**src/design/bsc_pkg.sv**
```systemverilog
`default_nettype none
package bsc_pkg;

  // field widths
  localparam int RAW_T_W  = 16;
  localparam int RAW_P_W  = 24;
  localparam int TIN_W    = 16;
  localparam int VALUE_W  = 21;
  localparam int STATUS_W = 2;
  localparam int CFG_W    = 64;
  localparam int CFG_IDX_W = 2;

  // datapath widths
  localparam int MAGA_W = 57;
  localparam int MAGD_W = 58;
  localparam int NLIN_W = 34;
  localparam int DVD_W  = 104;
  localparam int QUO_W  = 63;

  // register indexes
  localparam logic [CFG_IDX_W-1:0] REG_CAL_A = 2'd0;
  localparam logic [CFG_IDX_W-1:0] REG_CAL_B = 2'd1;
  localparam logic [CFG_IDX_W-1:0] REG_CAL_C = 2'd2;

  // opcodes
  localparam logic OP_TEMP = 1'b0;
  localparam logic OP_PRES = 1'b1;

  // status codes
  localparam logic [STATUS_W-1:0] ST_OK   = 2'd0;
  localparam logic [STATUS_W-1:0] ST_SAT  = 2'd1;
  localparam logic [STATUS_W-1:0] ST_ZERO = 2'd2;

  // arithmetic constants
  localparam int T_REF      = 6400;      // 25 degC in 1/256 units
  localparam int TEMP_DIV   = 20480;
  localparam int TEMP_HALF  = 10240;
  localparam int RECIP5     = 52429;     // ceil(2^18 / 5), exact below 2^18
  localparam int P_BIAS     = 39667630;  // rnd(3783 * 2^18 / 25)
  localparam int K_ZQ       = 303800;
  localparam int K_Z        = 1041219;
  localparam int VMAX       = 1048575;
  localparam int VMIN       = -1048576;

  typedef struct packed {
    logic [15:0] ac1;
    logic [15:0] ac2;
    logic [15:0] ac3;
    logic [15:0] ac4;
    logic [15:0] ac5;
    logic [15:0] ac6;
    logic [15:0] vb1;
    logic [15:0] vb2;
    logic [15:0] mc;
    logic [15:0] md;
  } cal_t;

  // one classified item, front to back
  typedef struct packed {
    logic                     op;
    logic                     zero;
    logic                     sgn;
    logic [MAGA_W-1:0]        mag_a;
    logic [MAGD_W-1:0]        mag_d;
    logic signed [NLIN_W-1:0] nlin;
  } job_t;

  typedef struct packed {
    logic full;
    logic empty;
  } qstat_t;

endpackage
`default_nettype wire

```
**src/design/bsc_queue.sv**
```systemverilog
`default_nettype none
module bsc_queue (
  input  logic            clk,
  input  logic            rst_n,
  input  logic            push,
  input  bsc_pkg::job_t   push_job,
  input  logic            pop,
  output bsc_pkg::job_t   pop_job,
  output bsc_pkg::qstat_t qstat
);
  import bsc_pkg::*;

  job_t       mem_r [2];
  logic       wr_ptr_r, rd_ptr_r;
  logic [1:0] cnt_r;

  assign qstat.full  = (cnt_r == 2'd2);
  assign qstat.empty = (cnt_r == 2'd0);
  assign pop_job     = mem_r[rd_ptr_r];

  always_ff @(posedge clk) begin
    if (!rst_n) begin
      wr_ptr_r <= 1'b0;
      rd_ptr_r <= 1'b0;
      cnt_r    <= 2'd0;
    end else begin
      if (push) wr_ptr_r <= ~wr_ptr_r;
      if (pop)  rd_ptr_r <= ~rd_ptr_r;
      if (push && !pop)      cnt_r <= cnt_r + 2'd1;
      else if (pop && !push) cnt_r <= cnt_r - 2'd1;
    end
  end

  always_ff @(posedge clk) begin
    if (push) mem_r[wr_ptr_r] <= push_job;
  end

endmodule
`default_nettype wire

```
**config.mk**
```make
export PLATFORM = sky130hd
export DESIGN_NAME = bsc_queue
export DESIGN_NICKNAME = d
export VERILOG_FILES = /design/src/design/bsc_pkg.sv /design/src/design/bsc_queue.sv
export SDC_FILE = /design/constraint.sdc
export NUM_CORES = 1
export LEC_CHECK = 0
export BUFFER_PORTS_ARGS = -buffer_cell sky130_fd_sc_hd__buf_2
export CAP_MARGIN = 20
export CORE_ASPECT_RATIO = 1.25
export CORE_MARGIN = 2
export CORE_UTILIZATION = 50
export DETAILED_ROUTE_END_ITERATION = 7
export HOLD_SLACK_MARGIN = 0.08
export PLACE_DENSITY_LB_ADDON = 0.05
export SLEW_MARGIN = 20
export SYNTH_ARGS = -nofsm -noshare
export SYNTH_HDL_FRONTEND = slang
export SYNTH_SLANG_ARGS = --single-unit
```
**constraint.sdc**
```tcl
create_clock -name clk -period 16.72 [get_ports clk]
set_input_delay 1.672 -clock clk [delete_from_list [all_inputs] [get_ports clk]]
set_output_delay 1.672 -clock clk [all_outputs]
set_load 0.01 [all_outputs]
```
* Yosys cells after proc, flatten, opt, wreduce, memory -nomap -nowiden
Memory sizes are Yosys's and may differ from the RTL's. A register that Yosys moved wholly into a read port is not among the register bits.
Index checks and enable logic that the tools add are counted.
Widths: inputs -> output; s select.
** Word-level totals
- RAM bits :: 304
- Register bits :: 4
- Memories kept :: 1
- Logic and storage cells :: 21
- Input port bits :: 156
** Cells by class
- Bitwise gates (word level) :: 2
- $add $sub $neg :: 2
- Muxes and demuxes :: 6
- Equal/unequal tests :: 1
- Reduce and logical (&&, ||, !) cells :: 6
** Memories
- mem_r :: words 2, width 152, rd ports 1, clocked after memory_dff 1, write ports 1, RTL line bsc_queue.sv:13 : job_t mem_r [2];
** Operators by type and width (count)
- $mux 1 :: 4
- $mux 2 :: 2
- $add 2x1->2 const B :: 1
- $eq 2x2->1 const B :: 1
- $logic_and 1x1->1 :: 2
- $logic_not 1->1 :: 2
- $logic_not 2->1 :: 1
- $not 1->1 :: 2
- $reduce_bool 2->1 :: 1
- $sub 2x1->2 const B :: 1

* Depth between registers and ports, before layout
- Word-level depth :: 4
- Gate-level depth with buffers :: 5
- Depth with buffers taken out :: 5

* Least setup slack after synthesis
No wires, ideal clock.
- Path type :: input port to flip-flop
- From :: in push
- To :: mem mem_r[0][0] (netlist name) (enable)
- Arrival time :: 8276 ps
- Cell stages on the path :: 1
- Setup time :: 684 ps
- Required time :: 16036 ps
- Slack :: 7760 ps
- Buffers on the path :: 0
- Cell sequence :: nor2b_1
** On the way
- Word-level cells in the longest chain between the ends :: 2
** Ends and longest elaborated chain
- from (decl) :: RTL line bsc_queue.sv:5 : input logic push,
- $mux 1 :: RTL line bsc_queue.sv:35 : if (push) mem_r[wr_ptr_r] <= push_job;
- $mux 1 (not written as such) :: RTL line bsc_queue.sv:35
- to (decl) :: RTL line bsc_queue.sv:13
Every way passes these cells.

==> results.md <==
* Status: complete, no violations
* Top post-synthesis cells by area: edfxtp_1 (79%), mux2_4 (10%), mux2_2 (7.0%)
* Clock tree buffer depth at 3
* CTS tree: done
* Synth warn at 0
* Clock latency on the worst-skew pair at approximately 530 ps
* R2R setup slack at 14210 ps
* Post-synth top area share at 0.793
* Pwr dens at 118 mW/mm²
* CP max stage delay at approximately 820 ps
* Hold Startpoint: rd_ptr_r$_SDFFE_PN0P_
* CORE AREA at 0.0228 mm²
* Die W at 140 µm
* Antenna violations before repair at 7
* Cells along the critical path: buf_4 > mux2_2 > buf_2
* Area Overhead vs Synth at 23.2%
* Clk network pwr share at 0.349
* Critical path capture point type: primary output
* Worst Path Max Fanout at 65
* Worst EP arrival at 2710 ps
* Commonest non-fill, non-tap cells in the layout: buf_2 (309), edfxtp_1 (304), mux2_4 (80)
* Placed wire-length estimate at 14600 µm
* Root buffer cell: clkbuf_16
* Critical R2R Capture: mem_r[1][84]$_DFFE_PP_
* GRT overflow at 0
* Setup repair after global routing missed its margin: no
* Tcrit/Tclk final at 0.262
* Mapped Nets at 652
* Final Hold Viols at 0
* Nets at 980
* Final Critical Period at 4380 ps
* Dpl ws at 12560 ps
* Clock-pin slew on the worst setup and hold paths at 60 ps
* Crit path kind: reg2out
* Vias at 5663
* Post-CTS resize count at 0
* Starting Density at 0.504
* Cell taking the most area after synthesis: edfxtp_1
* DR pass1 iterations at 5
* Sequential Power Share at 0.542
* Hold_buf cts at 0
* Worst vdd ir at 0.0928 mV
* Final WS setup at 12340 ps
* First-pass GRT wire length at 32600 µm
* Tightest Hold Check Type: reg2reg
* CP Launch Type: register
* Post-synthesis instance area at 0.0115 mm²
* Routed WL at 21800 µm
* Flops & latches, synth at 309
* Syn Area/Cell at 23.2 µm²
* Layout cells sized above 1 at 0.602
* Net Switching at 358 µW
* Synth unique cells at 17
* CP bufs+invs at 2
* Slew @ Worst Pin at 1020 ps
* PortBufs at roughly 310
* Gate power share at 0.109
* Share of the yosys chip area belonging to registers at 0.802
* CTS Buf Count at 28
* # rows at 62
* Setup_tns at 0 ps
* Vias in the first global route at ~6.2k
* H-tree depth reported by CTS at 1
* Largest net degree at the start of global routing at 84
* Worst Hold Margin at 573 ps
* Fmax at approximately 0.23 GHz
* Worst Reg-to-Reg Cells at 3
* Required @ worst endpoint at 15050 ps
* Ports at 310
* Gr usage total at 0.173
* Critical-path top delay cell: buf_4
* Vias per cell at 4.99
* Drt first-iter violations at 206
* Die Ht at 174 µm
* Routability cong. at 0.774
* Number of cells on the worst hold path at 2
* Most common cell after layout, fill and taps aside: buf_2
* Wire length per cell at approximately 19 µm
* Layout Skew at approximately 7.5 ps
* Top delay family on crit path: buffers and inverters
* Post-CTS setup buffers at 0
* Fin util at 0.622
* Internal Pwr Total at 1320 µW
* Mapped Cells at roughly 500
* Sw Ratio at 0.214
* Die area at 0.0242 mm²
* Leakage at 0.00548 µW
* RR Startpoint: wr_ptr_r$_SDFFE_PN0P_
* Slew HR at 0.322
* Final Setup Violations at 0
* DRC viols at 0
* Max-slew violation count at 0
* Max_cap viols at 0
* Remaining antenna violation count at 0
* Sink Count at ~300
power groups by stage:
stage          sequential [µW]  combinational, µW  clock (µW)
2_1_floorplan              926                115           0
3_3_place_gp               923                182           0
3_5_place_dp               926                186           0
4_1_cts                    910                186         599
5_1_grt                    912                196         631
6_report                   909                183         585
state kept, by name (all words and copies together), names as in the netlist, named ones only:
name      cells
mem_r       304
cnt_r         2
rd_ptr_r      1
wr_ptr_r      1
worst register-to-register path, delay by kind of cell (launching register included):
family	cells	cell delay, ps
buffers and inverters	2	1470
flip-flops	1	400
AND/OR/NAND/NOR	1	170
cell usage after synthesis:
master    instances
edfxtp_1        304
mux2_4           80
mux2_2           72
buf_6            10
buf_2             7
dfxtp_1           5
and2_1            4
nor2b_1           3
xor2_1            2
a21boi_0          1
ha_1              1
inv_1             1
nor2_1            1
o21a_1            1
o21ai_0           1
or3_1             1
xnor2_1           1
how the worst max path moves through the flow:
stage | end | slack [ps] | depth (start not counted)
2_1_floorplan | mem_r[0][0]$_DFFE_PP_ | 7760 | 1
4_1_cts | pop_job[57] | 12280 | 3
5_1_grt | pop_job[6] | 12180 | 3
3_5_place_dp | mem_r[0][24]$_DFFE_PP_ | 12560 | 4
6_report | pop_job[57] | 12340 | 3
3_3_place_gp | mem_r[1][10]$_DFFE_PP_ | 12600 | 4
per-layer routing:
| metal | vias up | share of wire | routed length, µm | global-route usage |
|---|---|---|---|---|
| met1 | 2751 | 0.37 | 8180 | 0.198 |
| li1 | 2625 | - | - | - |
| met3 | 44 | 0.092 | 2010 | 0.0638 |
| met2 | 237 | 0.50 | 11000 | 0.301 |
| met4 | 6 | 0.029 | 624 | 0.0608 |
| met5 | - | 0.0013 | 28 | 0 |
cell type report:
class | instances | area [µm²]
flip-flops and latches | 309 | 9230
inverters | 1 | 3.75
clock buffers | 37 | 756
clock inverters | 11 | 78.8
fillers | 1715 | 8630
well taps | 288 | 360
multi-input cells | 168 | 2130
repair buffers | 315 | 1600
diodes | 5 | 12.5
cells by family after synthesis:
kind of cell / count (synthesis) / synth area share
xor+xnor: 3 / 0.00228
compound gates: 3 / 0.00174
buf+inv: 18 / 0.0132
mux: 152 / 0.175
simple gates: 9 / 0.00468
fa+ha+maj: 1 / 0.00109
flops: 309 / 0.802
stage by stage:
step / area [µm²] / total power (µW) / std cells
6_report: 14200 / 1680 / 1134
5_1_grt: 14200 / 1740 / 1132
4_1_cts: 14200 / 1700 / 1129
3_5_place_dp: 13300 / 1110 / 1081
3_3_place_gp: 13300 / 1110 / 1081
2_1_floorplan: 11500 / 1040 / 495
Power figures use the tool's default switching activity.
