===== src/design/bsc_pkg.sv =====
`default_nettype none
package bsc_pkg;

  // field widths
  localparam int RAW_T_W  = 16;
  localparam int RAW_P_W  = 24;
  localparam int TIN_W    = 16;
  localparam int VALUE_W  = 21;
  localparam int STATUS_W = 2;
  localparam int CFG_W    = 64;
  localparam int CFG_IDX_W = 2;

  // datapath widths
  localparam int MAGA_W = 57;
  localparam int MAGD_W = 58;
  localparam int NLIN_W = 34;
  localparam int DVD_W  = 104;
  localparam int QUO_W  = 63;

  // register indexes
  localparam logic [CFG_IDX_W-1:0] REG_CAL_A = 2'd0;
  localparam logic [CFG_IDX_W-1:0] REG_CAL_B = 2'd1;
  localparam logic [CFG_IDX_W-1:0] REG_CAL_C = 2'd2;

  // opcodes
  localparam logic OP_TEMP = 1'b0;
  localparam logic OP_PRES = 1'b1;

  // status codes
  localparam logic [STATUS_W-1:0] ST_OK   = 2'd0;
  localparam logic [STATUS_W-1:0] ST_SAT  = 2'd1;
  localparam logic [STATUS_W-1:0] ST_ZERO = 2'd2;

  // arithmetic constants
  localparam int T_REF      = 6400;      // 25 degC in 1/256 units
  localparam int TEMP_DIV   = 20480;
  localparam int TEMP_HALF  = 10240;
  localparam int RECIP5     = 52429;     // ceil(2^18 / 5), exact below 2^18
  localparam int P_BIAS     = 39667630;  // rnd(3783 * 2^18 / 25)
  localparam int K_ZQ       = 303800;
  localparam int K_Z        = 1041219;
  localparam int VMAX       = 1048575;
  localparam int VMIN       = -1048576;

  typedef struct packed {
    logic [15:0] ac1;
    logic [15:0] ac2;
    logic [15:0] ac3;
    logic [15:0] ac4;
    logic [15:0] ac5;
    logic [15:0] ac6;
    logic [15:0] vb1;
    logic [15:0] vb2;
    logic [15:0] mc;
    logic [15:0] md;
  } cal_t;

  // one classified item, front to back
  typedef struct packed {
    logic                     op;
    logic                     zero;
    logic                     sgn;
    logic [MAGA_W-1:0]        mag_a;
    logic [MAGD_W-1:0]        mag_d;
    logic signed [NLIN_W-1:0] nlin;
  } job_t;

  typedef struct packed {
    logic full;
    logic empty;
  } qstat_t;

endpackage
`default_nettype wire


===== src/design/bsc_back.sv =====
`default_nettype none
module bsc_back (
  input  logic                                clk,
  input  logic                                rst_n,
  input  bsc_pkg::cal_t                       cal,
  input  bsc_pkg::qstat_t                     qstat,
  input  bsc_pkg::job_t                       pop_job,
  output logic                                pop,
  output logic                                out_strobe,
  output logic signed [bsc_pkg::VALUE_W-1:0]  out_value,
  output logic [bsc_pkg::STATUS_W-1:0]        out_status
);
  import bsc_pkg::*;

  typedef enum logic [3:0] {
    S_IDLE, S_PREP, S_DSTART, S_DIV, S_MID, S_DIV5, S_POST, S_MAC, S_SUM, S_RND, S_EMIT
  } state_t;

  state_t state_r;

  logic                     op_r, zero_r, sgn_r, pass_r;
  logic [MAGA_W-1:0]        mag_a_r;
  logic [MAGD_W-1:0]        mag_d_r;
  logic signed [NLIN_W-1:0] nlin_r;

  // divider
  logic [DVD_W-1:0]  dvd_r;
  logic [MAGD_W-1:0] dvs_r, rem_r;
  logic [QUO_W-1:0]  lo_r, quo_r, q_res;
  logic              sat_r;
  logic [5:0]        cnt_r;
  logic [MAGD_W:0]   trial;
  logic              ge;

  // temperature scaling: shift by 12, then divide by five in 15-bit chunks
  logic [44:0] d5_w_r;
  logic [2:0]  d5_rem_r;
  logic [17:0] d5_v;
  logic [33:0] d5_p;
  logic [14:0] d5_q;
  logic [17:0] d5_r;
  logic [63:0] thalf;

  // multiply-accumulate
  logic [36:0]  zm_r;
  logic [56:0]  zq_r;
  logic [46:0]  t1_r;
  logic [44:0]  t2_r;
  logic [2:0]   step_r;
  logic         phase_r;
  logic [48:0]  prod_r;
  logic [75:0]  acc_r, acc_nxt, rnd_k;
  logic [28:0]  mul_a;
  logic [19:0]  mul_b;
  logic [6:0]   sh;
  logic         first;

  logic signed [49:0] sum_r;
  logic signed [44:0] val_r;
  logic signed [VALUE_W-1:0] out_value_r;
  logic [STATUS_W-1:0]       out_status_r;
  logic                      out_strobe_r;

  // operand forming
  logic [DVD_W-1:0]   a_ext, k1000, pres_dvd, temp_dvd;
  logic signed [63:0] tsum;
  logic [63:0]        tmag;
  logic [49:0]        smag;
  logic [32:0]        vrnd;

  assign pop        = (state_r == S_IDLE) && !qstat.empty;
  assign out_strobe = out_strobe_r;
  assign out_value  = out_value_r;
  assign out_status = out_status_r;

  assign a_ext    = DVD_W'(mag_a_r);
  assign k1000    = (a_ext << 10) - (a_ext << 4) - (a_ext << 3);
  assign pres_dvd = (k1000 << 36) + DVD_W'(mag_d_r >> 1);
  assign temp_dvd = (DVD_W'(mag_a_r[16:0]) << 41) + DVD_W'(mag_d_r >> 1);

  assign trial = {rem_r, lo_r[QUO_W-1]};
  assign ge    = (trial >= {1'b0, dvs_r});
  assign q_res = sat_r ? {QUO_W{1'b1}} : quo_r;

  assign tsum = sgn_r ? (64'(nlin_r) - $signed({1'b0, q_res}))
                      : (64'(nlin_r) + $signed({1'b0, q_res}));
  assign tmag = tsum[63] ? 64'(-tsum) : 64'(tsum);
  assign smag = sum_r[49] ? 50'(-sum_r) : 50'(sum_r);
  assign vrnd = 33'((smag + 50'd32768) >> 16);

  // one chunk of the divide by five: remainder below five, so the operand stays under 2^18
  assign thalf = tmag + 64'(TEMP_HALF);
  assign d5_v  = {d5_rem_r, d5_w_r[44:30]};
  assign d5_p  = 34'(d5_v) * 34'(RECIP5);
  assign d5_q  = d5_p[32:18];
  assign d5_r  = d5_v - (18'(d5_q) << 2) - 18'(d5_q);

  // partial product schedule
  always_comb begin
    mul_a = '0;
    mul_b = '0;
    sh    = '0;
    first = 1'b0;
    rnd_k = '0;
    unique case (step_r)
      3'd0: begin
        mul_a = 29'(zm_r[36:19]); mul_b = 20'(zm_r[36:19]); sh = 7'd38;
        first = 1'b1; rnd_k = 76'd1 << 15;
      end
      3'd1: begin
        mul_a = 29'(zm_r[36:19]); mul_b = 20'(zm_r[18:0]); sh = 7'd20;
      end
      3'd2: begin
        mul_a = 29'(zm_r[18:0]); mul_b = 20'(zm_r[18:0]);
      end
      3'd3: begin
        mul_a = zq_r[28:0]; mul_b = 20'(K_ZQ);
        first = 1'b1; rnd_k = 76'd1 << 27;
      end
      3'd4: begin
        mul_a = 29'(zq_r[56:29]); mul_b = 20'(K_ZQ); sh = 7'd29;
      end
      3'd5: begin
        mul_a = zm_r[28:0]; mul_b = 20'(K_Z);
        first = 1'b1; rnd_k = 76'd2048;
      end
      3'd6: begin
        mul_a = 29'(zm_r[36:29]); mul_b = 20'(K_Z); sh = 7'd29;
      end
      default: begin
        mul_a = '0;
      end
    endcase
  end

  assign acc_nxt = (first ? rnd_k : acc_r) + (76'(prod_r) << sh);

  always_ff @(posedge clk) begin
    if (!rst_n) begin
      state_r      <= S_IDLE;
      out_strobe_r <= 1'b0;
    end else begin
      out_strobe_r <= 1'b0;
      unique case (state_r)
        S_IDLE: begin
          if (!qstat.empty) begin
            op_r    <= pop_job.op;
            zero_r  <= pop_job.zero;
            sgn_r   <= pop_job.sgn;
            mag_a_r <= pop_job.mag_a;
            mag_d_r <= pop_job.mag_d;
            nlin_r  <= pop_job.nlin;
            state_r <= pop_job.zero ? S_EMIT : S_PREP;
          end
        end
        S_PREP: begin
          pass_r  <= 1'b0;
          dvs_r   <= mag_d_r;
          dvd_r   <= (op_r == OP_PRES) ? pres_dvd : temp_dvd;
          state_r <= S_DSTART;
        end
        S_DSTART: begin
          sat_r   <= (MAGD_W'(dvd_r[DVD_W-1:QUO_W]) >= dvs_r);
          rem_r   <= MAGD_W'(dvd_r[DVD_W-1:QUO_W]);
          lo_r    <= dvd_r[QUO_W-1:0];
          cnt_r   <= 6'(QUO_W - 1);
          state_r <= S_DIV;
        end
        S_DIV: begin
          rem_r <= ge ? MAGD_W'(trial - {1'b0, dvs_r}) : trial[MAGD_W-1:0];
          lo_r  <= lo_r << 1;
          quo_r <= {quo_r[QUO_W-2:0], ge};
          cnt_r <= cnt_r - 6'd1;
          if (cnt_r == 6'd0) state_r <= pass_r ? S_POST : S_MID;
        end
        S_MID: begin
          pass_r <= 1'b1;
          if (op_r == OP_TEMP) begin
            sgn_r    <= tsum[63];
            d5_w_r   <= thalf[56:12];
            d5_rem_r <= '0;
            cnt_r    <= 6'd2;
            state_r  <= S_DIV5;
          end else begin
            dvd_r   <= DVD_W'(q_res) + DVD_W'(cal.ac4 >> 1);
            dvs_r   <= MAGD_W'(cal.ac4);
            state_r <= S_DSTART;
          end
        end
        S_DIV5: begin
          d5_w_r   <= {d5_w_r[29:0], d5_q};
          d5_rem_r <= d5_r[2:0];
          cnt_r    <= cnt_r - 6'd1;
          if (cnt_r == 6'd0) state_r <= S_POST;
        end
        S_POST: begin
          if (op_r == OP_TEMP) begin
            val_r   <= sgn_r ? -$signed({1'b0, d5_w_r[43:0]})
                             : $signed({1'b0, d5_w_r[43:0]});
            state_r <= S_EMIT;
          end else begin
            zm_r    <= (q_res > (QUO_W'(1) << 36)) ? (37'd1 << 36) : q_res[36:0];
            step_r  <= 3'd0;
            phase_r <= 1'b0;
            state_r <= S_MAC;
          end
        end
        S_MAC: begin
          if (!phase_r) begin
            prod_r  <= 49'(mul_a) * 49'(mul_b);
            phase_r <= 1'b1;
          end else begin
            acc_r   <= acc_nxt;
            phase_r <= 1'b0;
            step_r  <= step_r + 3'd1;
            if (step_r == 3'd2) zq_r <= acc_nxt[72:16];
            if (step_r == 3'd4) t1_r <= acc_nxt[74:28];
            if (step_r == 3'd6) begin
              t2_r    <= acc_nxt[56:12];
              state_r <= S_SUM;
            end
          end
        end
        S_SUM: begin
          sum_r   <= $signed(50'(t1_r)) + (sgn_r ? -$signed(50'(t2_r)) : $signed(50'(t2_r)))
                   + 50'sd39667630;
          state_r <= S_RND;
        end
        S_RND: begin
          val_r   <= sum_r[49] ? -$signed({12'b0, vrnd}) : $signed({12'b0, vrnd});
          state_r <= S_EMIT;
        end
        S_EMIT: begin
          out_strobe_r <= 1'b1;
          if (zero_r) begin
            out_value_r  <= '0;
            out_status_r <= ST_ZERO;
          end else if (val_r > 45'(VMAX)) begin
            out_value_r  <= VALUE_W'(VMAX);
            out_status_r <= ST_SAT;
          end else if (val_r < 45'(VMIN)) begin
            out_value_r  <= VALUE_W'(VMIN);
            out_status_r <= ST_SAT;
          end else begin
            out_value_r  <= val_r[VALUE_W-1:0];
            out_status_r <= ST_OK;
          end
          state_r <= S_IDLE;
        end
        default: begin
          state_r <= S_IDLE;
        end
      endcase
    end
  end

endmodule
`default_nettype wire


===== config.mk =====
export PLATFORM = sky130hd
export DESIGN_NAME = bsc_back
export DESIGN_NICKNAME = d
export VERILOG_FILES = /design/src/design/bsc_pkg.sv /design/src/design/bsc_back.sv
export SDC_FILE = /design/constraint.sdc
export NUM_CORES = 2
export LEC_CHECK = 0
export BUFFER_PORTS_ARGS = -buffer_cell sky130_fd_sc_hd__buf_2
export CAP_MARGIN = 0
export CORE_ASPECT_RATIO = 0.7
export CORE_MARGIN = 5
export CORE_UTILIZATION = 55
export CTS_CLUSTER_DIAMETER = 100
export DETAILED_ROUTE_END_ITERATION = 16
export HOLD_SLACK_MARGIN = 0.15
export PLACE_DENSITY = 0.71
export SYNTH_ARGS = -nofsm -noshare
export SYNTH_HDL_FRONTEND = slang
export SYNTH_SLANG_ARGS = --single-unit

===== constraint.sdc =====
create_clock -name clk -period 19.8 [get_ports clk]
set_input_delay 1.98 -clock clk [delete_from_list [all_inputs] [get_ports clk]]
set_output_delay 1.98 -clock clk [all_outputs]
set_load 0.02 [all_outputs]

Word level (Yosys, flattened, before mapping)
Index checks and enable logic that the tools add are counted.

operators by class
  $add $sub $neg = 22
  multipliers = 2
  order comparisons = 5
  eq/ne operators = 25
  shift operators = 1
  mux-type cells = 54
  bitwise gates (word level) = 2
  reductions and logical operators = 41

operators by type and width
  cell                    count
  $pmux W58 S2            2
  $mux W104               2
  $pmux W104 S2           1
  $mux W45                4
  $pmux W45 S2            2
  $pmux W29 S6            1
  $pmux W63 S2            1
  $mux W58                2
  $add A104 B57 Y104      1
  $pmux W28 S3            1
  $pmux W20 S4            1
  $add A76 B76 Y76        1
  $mux W76                1
  $shl A49 B7 Y76         1
  $sub A67 B61 Y68        1
  $sub A68 B61 Y68        1
  $add A34 B64 Y64        1
  $add A63 B15 Y64        1
  $mux W64                1
  $sub A34 B64 Y64        1
  $gt A63 B37 Y1 const B  1
  $mux W63                1
  $add A58 B57 Y59        1
  $ge A59 B58 Y1          1
  54 further kinds        121

storage, ports and cells
  register bits after elaboration = 992
  output and inout bits = 25

Depth between registers and ports, before layout
  word-level depth = 8
  depth in mapped cells = 52
  gate-level depth less buffers = 40

Worst setup path before layout
OpenSTA, ideal clock, no wires.

  path kind = input to register
  start point = input rst_n
  end point = register dvd_r[0] (enable)
  arrival = 13,462 ps
  data required time = 18,918 ps
  setup slack = 5,456 ps
  stages on the path = 3
  buffers on the path = 1
  cell sequence = clkbuf_1 > nand2_1 > nor3_1

between the ends
  cells in the longest elaborated chain, start to end = 1

ends and longest elaborated chain
  item                         RTL line         RTL
  start: declaration           bsc_back.sv:4    input logic rst_n,
  $reduce_and A3 Y1 (no line)  --
  end signal: assignment       bsc_back.sv:159  dvd_r <= (op_r == OP_PRES) ? pres_dvd : temp_dvd;
  end signal: assignment       bsc_back.sv:185  dvd_r <= DVD_W'(q_res) + DVD_W'(cal.ac4 >> 1);
  end: declaration             bsc_back.sv:27   logic [DVD_W-1:0] dvd_r;

Every way passes these cells.
A chain may end at the register's enable or synchronous reset.

Worst setup path in the final report
  start point = register step_r[2]
  end point = register prod_r[45] (data pin)

between the ends
  cells in the longest elaborated chain, start to end = 4

ends and longest elaborated chain
  item                                          RTL line         RTL
  start: declaration                            bsc_back.sv:49   logic [2:0] step_r;
  start signal: assignment                      bsc_back.sv:215  step_r <= step_r + 3'd1;
  $eq A3 B1 Y1, or another cell as far along    bsc_back.sv:105  unique case (step_r)
  $reduce_or A2 Y1 (no line)                    --
  $pmux W29 S6 or $pmux W20 S4 (tied branches)  bsc_back.sv:105
  $mul A29 B20 Y49 (*)                          bsc_back.sv:210  prod_r <= 49'(mul_a) * 49'(mul_b);
  end signal: assignment                        bsc_back.sv:210
  end: declaration                              bsc_back.sv:51   logic [48:0] prod_r;

Every way passes the cells marked *; elsewhere a longest branch is shown, timed or not.

==> metrics.sh <==
CTS_BUFS_INSERTED=100
UNREPAIRED_SETUP_ENDPOINTS_AFTER_GLOBAL_ROUTING='no'
COMBINED_AREA_OF_THE_MULTI_INPUT_LOGIC_CELLS_MM2=0.0597
CRITICAL_PATH.REG2REG.ENDPOINT='prod_r[45]$_DFFE_PP_'
LAYOUT-AREA-OVERHEAD-VS-SYNTH_PCT=7.19
WORST_SETUP_HOLD_PATH_CLK_SLEW_NS=0.07
DIE-AREA_MM2=0.181
CRIT_PATH_TOP_DELAY_CELL='edfxtp_1'
CTS_TREE='built'
CLK_PATH_BUF_DEPTH=3
HTREE_NUM_LEVELS=3
P_PER_AREA_mW_PER_MM2=91.7
WORST_PIN_SLEW_NS=1.27
SYNTH.MOST_COMMON_CELL='nand2_1'
SYNTH_SEQUENTIAL_AREA_RATIO_PCT=31.3
CTS.SINK_COUNT=991
YOSYS_WARNINGS=0
SYN-NUM-NETS=12057
RUN_STATUS='completed'
WORST-ENDPOINT-REQUIRED_NS=20.27
SYNTHTOPCELLSBYCOUNT='nand2_1 (1,302), inv_1 (1,098), edfxtp_1 (986)'
GRT_PASS1_VIAS=74560
GRT_PASS1_WL_MM=450
CPMOSTUSEDCELL='fa_1'
POST-ROUTE-MIN-PERIOD_NS=12.83
ASYNC_FLOP_SHARE_PCT=0
TIMING.CRITICAL_PATH.DEPTH=34
VIAS_CELL=6.17
TIMING.CRITICAL_PATH.MAX_DELAY_FAMILY='adder cells'
SYNTH_TOP_AREA_SHARE_PCT=31.2
FILLERS=14758
NUMBER_OF_ANTENNA_VIOLATIONS_AT_THE_FIRST_CHECK_IN_GLOBAL_ROUTING=23
NUM_ROWS=127
R2R.WORST_PATH.CELLS=34
HOLD_PATH_DEPTH=0
GP_ROUTABILITY_CONGESTION=0.992
INITIALDRTVIOLATIONCOUNT=9702
REPORT.FINAL.SETUP_VIOL=0
PRE_CTS_SLACK_NS=7.25
SYNTH.LARGEST_AREA_CELL='edfxtp_1'
CRIT_TYPE='register to register'
DPL.HPWL_MM=232
DRCVIOLATIONCOUNT=0
POWER.IR.VDD_WORST_uV=96.1
POSTROUTEWIRELENGTH_MM=295
NNETSFINAL=12052
PLACEMENT.IO_BUFFERS=195
CRIT_PATH_END_KIND='register'
DIE_WIDTH_UM=507
LARGEST_NET_DEGREE_AT_THE_START_OF_GLOBAL_ROUTING=163
AVGSYNTHCELLAREA_UM2=9.19
FF_LATCH_AREA_MM2=0.0297
R2R_START='step_r[2]$_SDFFCE_PN0P_'
CRIT_PATH_START_KIND='register'
GATE_COUNT_AFTER_TECHNOLOGY_MAPPING=10337
TIMING.HOLD.WORST_ENDPOINT='quo_r[11]$_DFFE_PP_'
RELSLEWSLACK_PCT=15.2
GLOBAL_ROUTE.OVERFLOW_TOTAL=0
DRIVE_ABOVE_1_SHARE_PCT=6.13
POST-ROUTE-WORST-SETUP-SLACK_NS=6.97
MAX-CAP-VIOLATIONS=0
SYNTH-MAIN-FF-CELL='edfxtp_1'
LAYOUT_WORST_PATH_CYCLE_SHARE_PCT=64.8
SYNTH_SEQ_CELLS=991
ARRIVAL_NS=13.30
SKEW_NS=0.0322
CLK-INSERTION-DELAY-LATE_NS=0.75
COUNT_OF_FINAL_HOLD_CHECK_VIOLATIONS=0
SYN_AREA_MM2=0.0950
CRIT_PATH_MAX_INCR_DELAY_NS=0.82
CTS_HOLD_BUFFERS=0
CRITICAL_PATH_PEAK_FANOUT=21
IO_PINS=341
SYNTH.TOP_CELLS.BY_AREA='edfxtp_1 (31%), fa_1 (13%), ha_1 (10%), nand2_1 (5.1%), inv_1 (4.3%)'
DETAILEDROUTE.FIRSTPASSITERATIONCOUNT=6
GLOBAL_ROUTE.USAGE.TOTAL_PCT=32.0
COREAREA_MM2=0.171
POST_SYNTH_NUM_CELL_TYPES=117
RRSETUPSLACK_NS=6.97
WORST_HOLD_CHECK_PATH_TYPE='register to register'
CLOCK-ROOT-BUFFER='clkbuf_16'
FIN_SETUP_TNS_NS=0
INITIAL_CORE_UTIL_PCT=55.4
TIMING.FMAX_MHz=78.0
POST-CTS-SETUP-BUFFER-COUNT=0
DIEHEIGHT_UM=358
ANTENNA_LEFT=0
REPORT.FINAL.SLEW_VIOL_COUNT=0
POST_CTS_RESIZED=0
WL_PER_CELL_UM=23.3
WORST_HOLD_PATH_STARTPOINT='quo_r[10]$_DFFE_PP_'
P_LEAK_uW=0.0437
VIAS=78323
CP_NUM_BUF_INV=5
NUMBER_OF_ENABLE_TYPE_REGISTER_CELLS_IN_THE_SYNTHESIZED_NETLIST=986
## worst reg2reg max path, delay by kind of cell, from the launching register on
| family | cells | cell delay (ns) |
|---|---|---|
| compound gates | 11 | 3.50 |
| xor+xnor | 1 | 0.18 |
| fa+ha+maj | 9 | 4.78 |
| buf+inv | 5 | 0.99 |
| flops | 1 | 0.82 |
| simple gates | 8 | 2.28 |
## layout by cell type (no fill, tap or decap), types with 113 or more instances in the layout
master,count
a21o_1,271
a21oi_1,614
and2_1,150
buf_2,195
buf_4,121
edfxtp_1,986
fa_1,635
ha_1,769
inv_1,1096
mux2i_1,113
nand2_1,1298
nand3_1,151
nor2_1,924
nor2b_1,118
nor3_1,173
o21ai_0,463
xnor2_1,459
xor2_1,233
## kinds of logic after synthesis
| family | synth area share (%) |
|---|---|
| AOI/OAI and AO/OA | 14.8 |
| xor gates and xnor gates | 6.42 |
| adders and majority gates | 23.5 |
| buffers and inverters | 6.05 |
| DFF | 31.3 |
| muxes | 1.29 |
| and+or+nand+nor | 16.7 |
## worst max-delay path by stage
stage	start	end
6_report	step_r[2]$_SDFFCE_PN0P_	prod_r[45]$_DFFE_PP_
3_5_place_dp	step_r[2]$_SDFFCE_PN0P_	prod_r[45]$_DFFE_PP_
4_1_cts	step_r[2]$_SDFFCE_PN0P_	prod_r[45]$_DFFE_PP_
5_1_grt	step_r[2]$_SDFFCE_PN0P_	prod_r[45]$_DFFE_PP_
2_1_floorplan	rst_n	dvd_r[0]$_DFFE_PP_
3_3_place_gp	step_r[2]$_SDFFCE_PN0P_	prod_r[45]$_DFFE_PP_
## sequential cells by signal (all words and copies together) (netlist names), 47 cells and up
signal	cells
sum_r	50
t1_r	47
lo_r	63
mag_d_r	58
rem_r	58
quo_r	63
prod_r	49
dvd_r	104
zq_r	57
dvs_r	58
acc_r	75
mag_a_r	57
## area by class of cell
cell class / instances / area share (%)
Timing Repair Buffer: 317 / 1.87
Multi-Input combinational cell: 7824 / 58.7
Antenna cell: 11 / 0.0270
Sequential cell: 991 / 29.2
Clock buffer: 113 / 2.55
Inverter: 1098 / 4.05
Clock inverter: 73 / 0.869
Tap cell: 2257 / 2.77
## stage by stage
| stage | cell area [um2] | total power [uW] | hold WS [ns] | util, % | std cells |
|---|---|---|---|---|---|
| global placement | 98300 | 7120 | 0.430 | 57.3 | 12487 |
| global route | 102000 | 9900 | 0.475 | 59.4 | 12678 |
| CTS | 102000 | 9280 | 0.459 | 59.3 | 12673 |
| floorplan | 95000 | 6060 | 0.424 | - | 10337 |
| detailed placement | 98300 | 7220 | 0.441 | 57.3 | 12487 |
| finish | 102000 | 9340 | 0.460 | 59.4 | 12684 |
## layer usage
layer | global-route usage, % | wire length, um
met1 | 47.9 | 131000
met2 | 46.0 | 120000
met3 | 9.16 | 35400
met4 | 7.43 | 7710
met5 | 0.236 | 63
## power breakdown
group	switching [uW]	internal (uW)	leakage [uW]	total [uW]
registers	134	2640	0.00880	2780
clock network	903	1140	0.00165	2040
logic	2840	1680	0.0333	4520
total	3870	5460	0.0437	9340
Note: power is estimated with default switching activity, not from simulation.
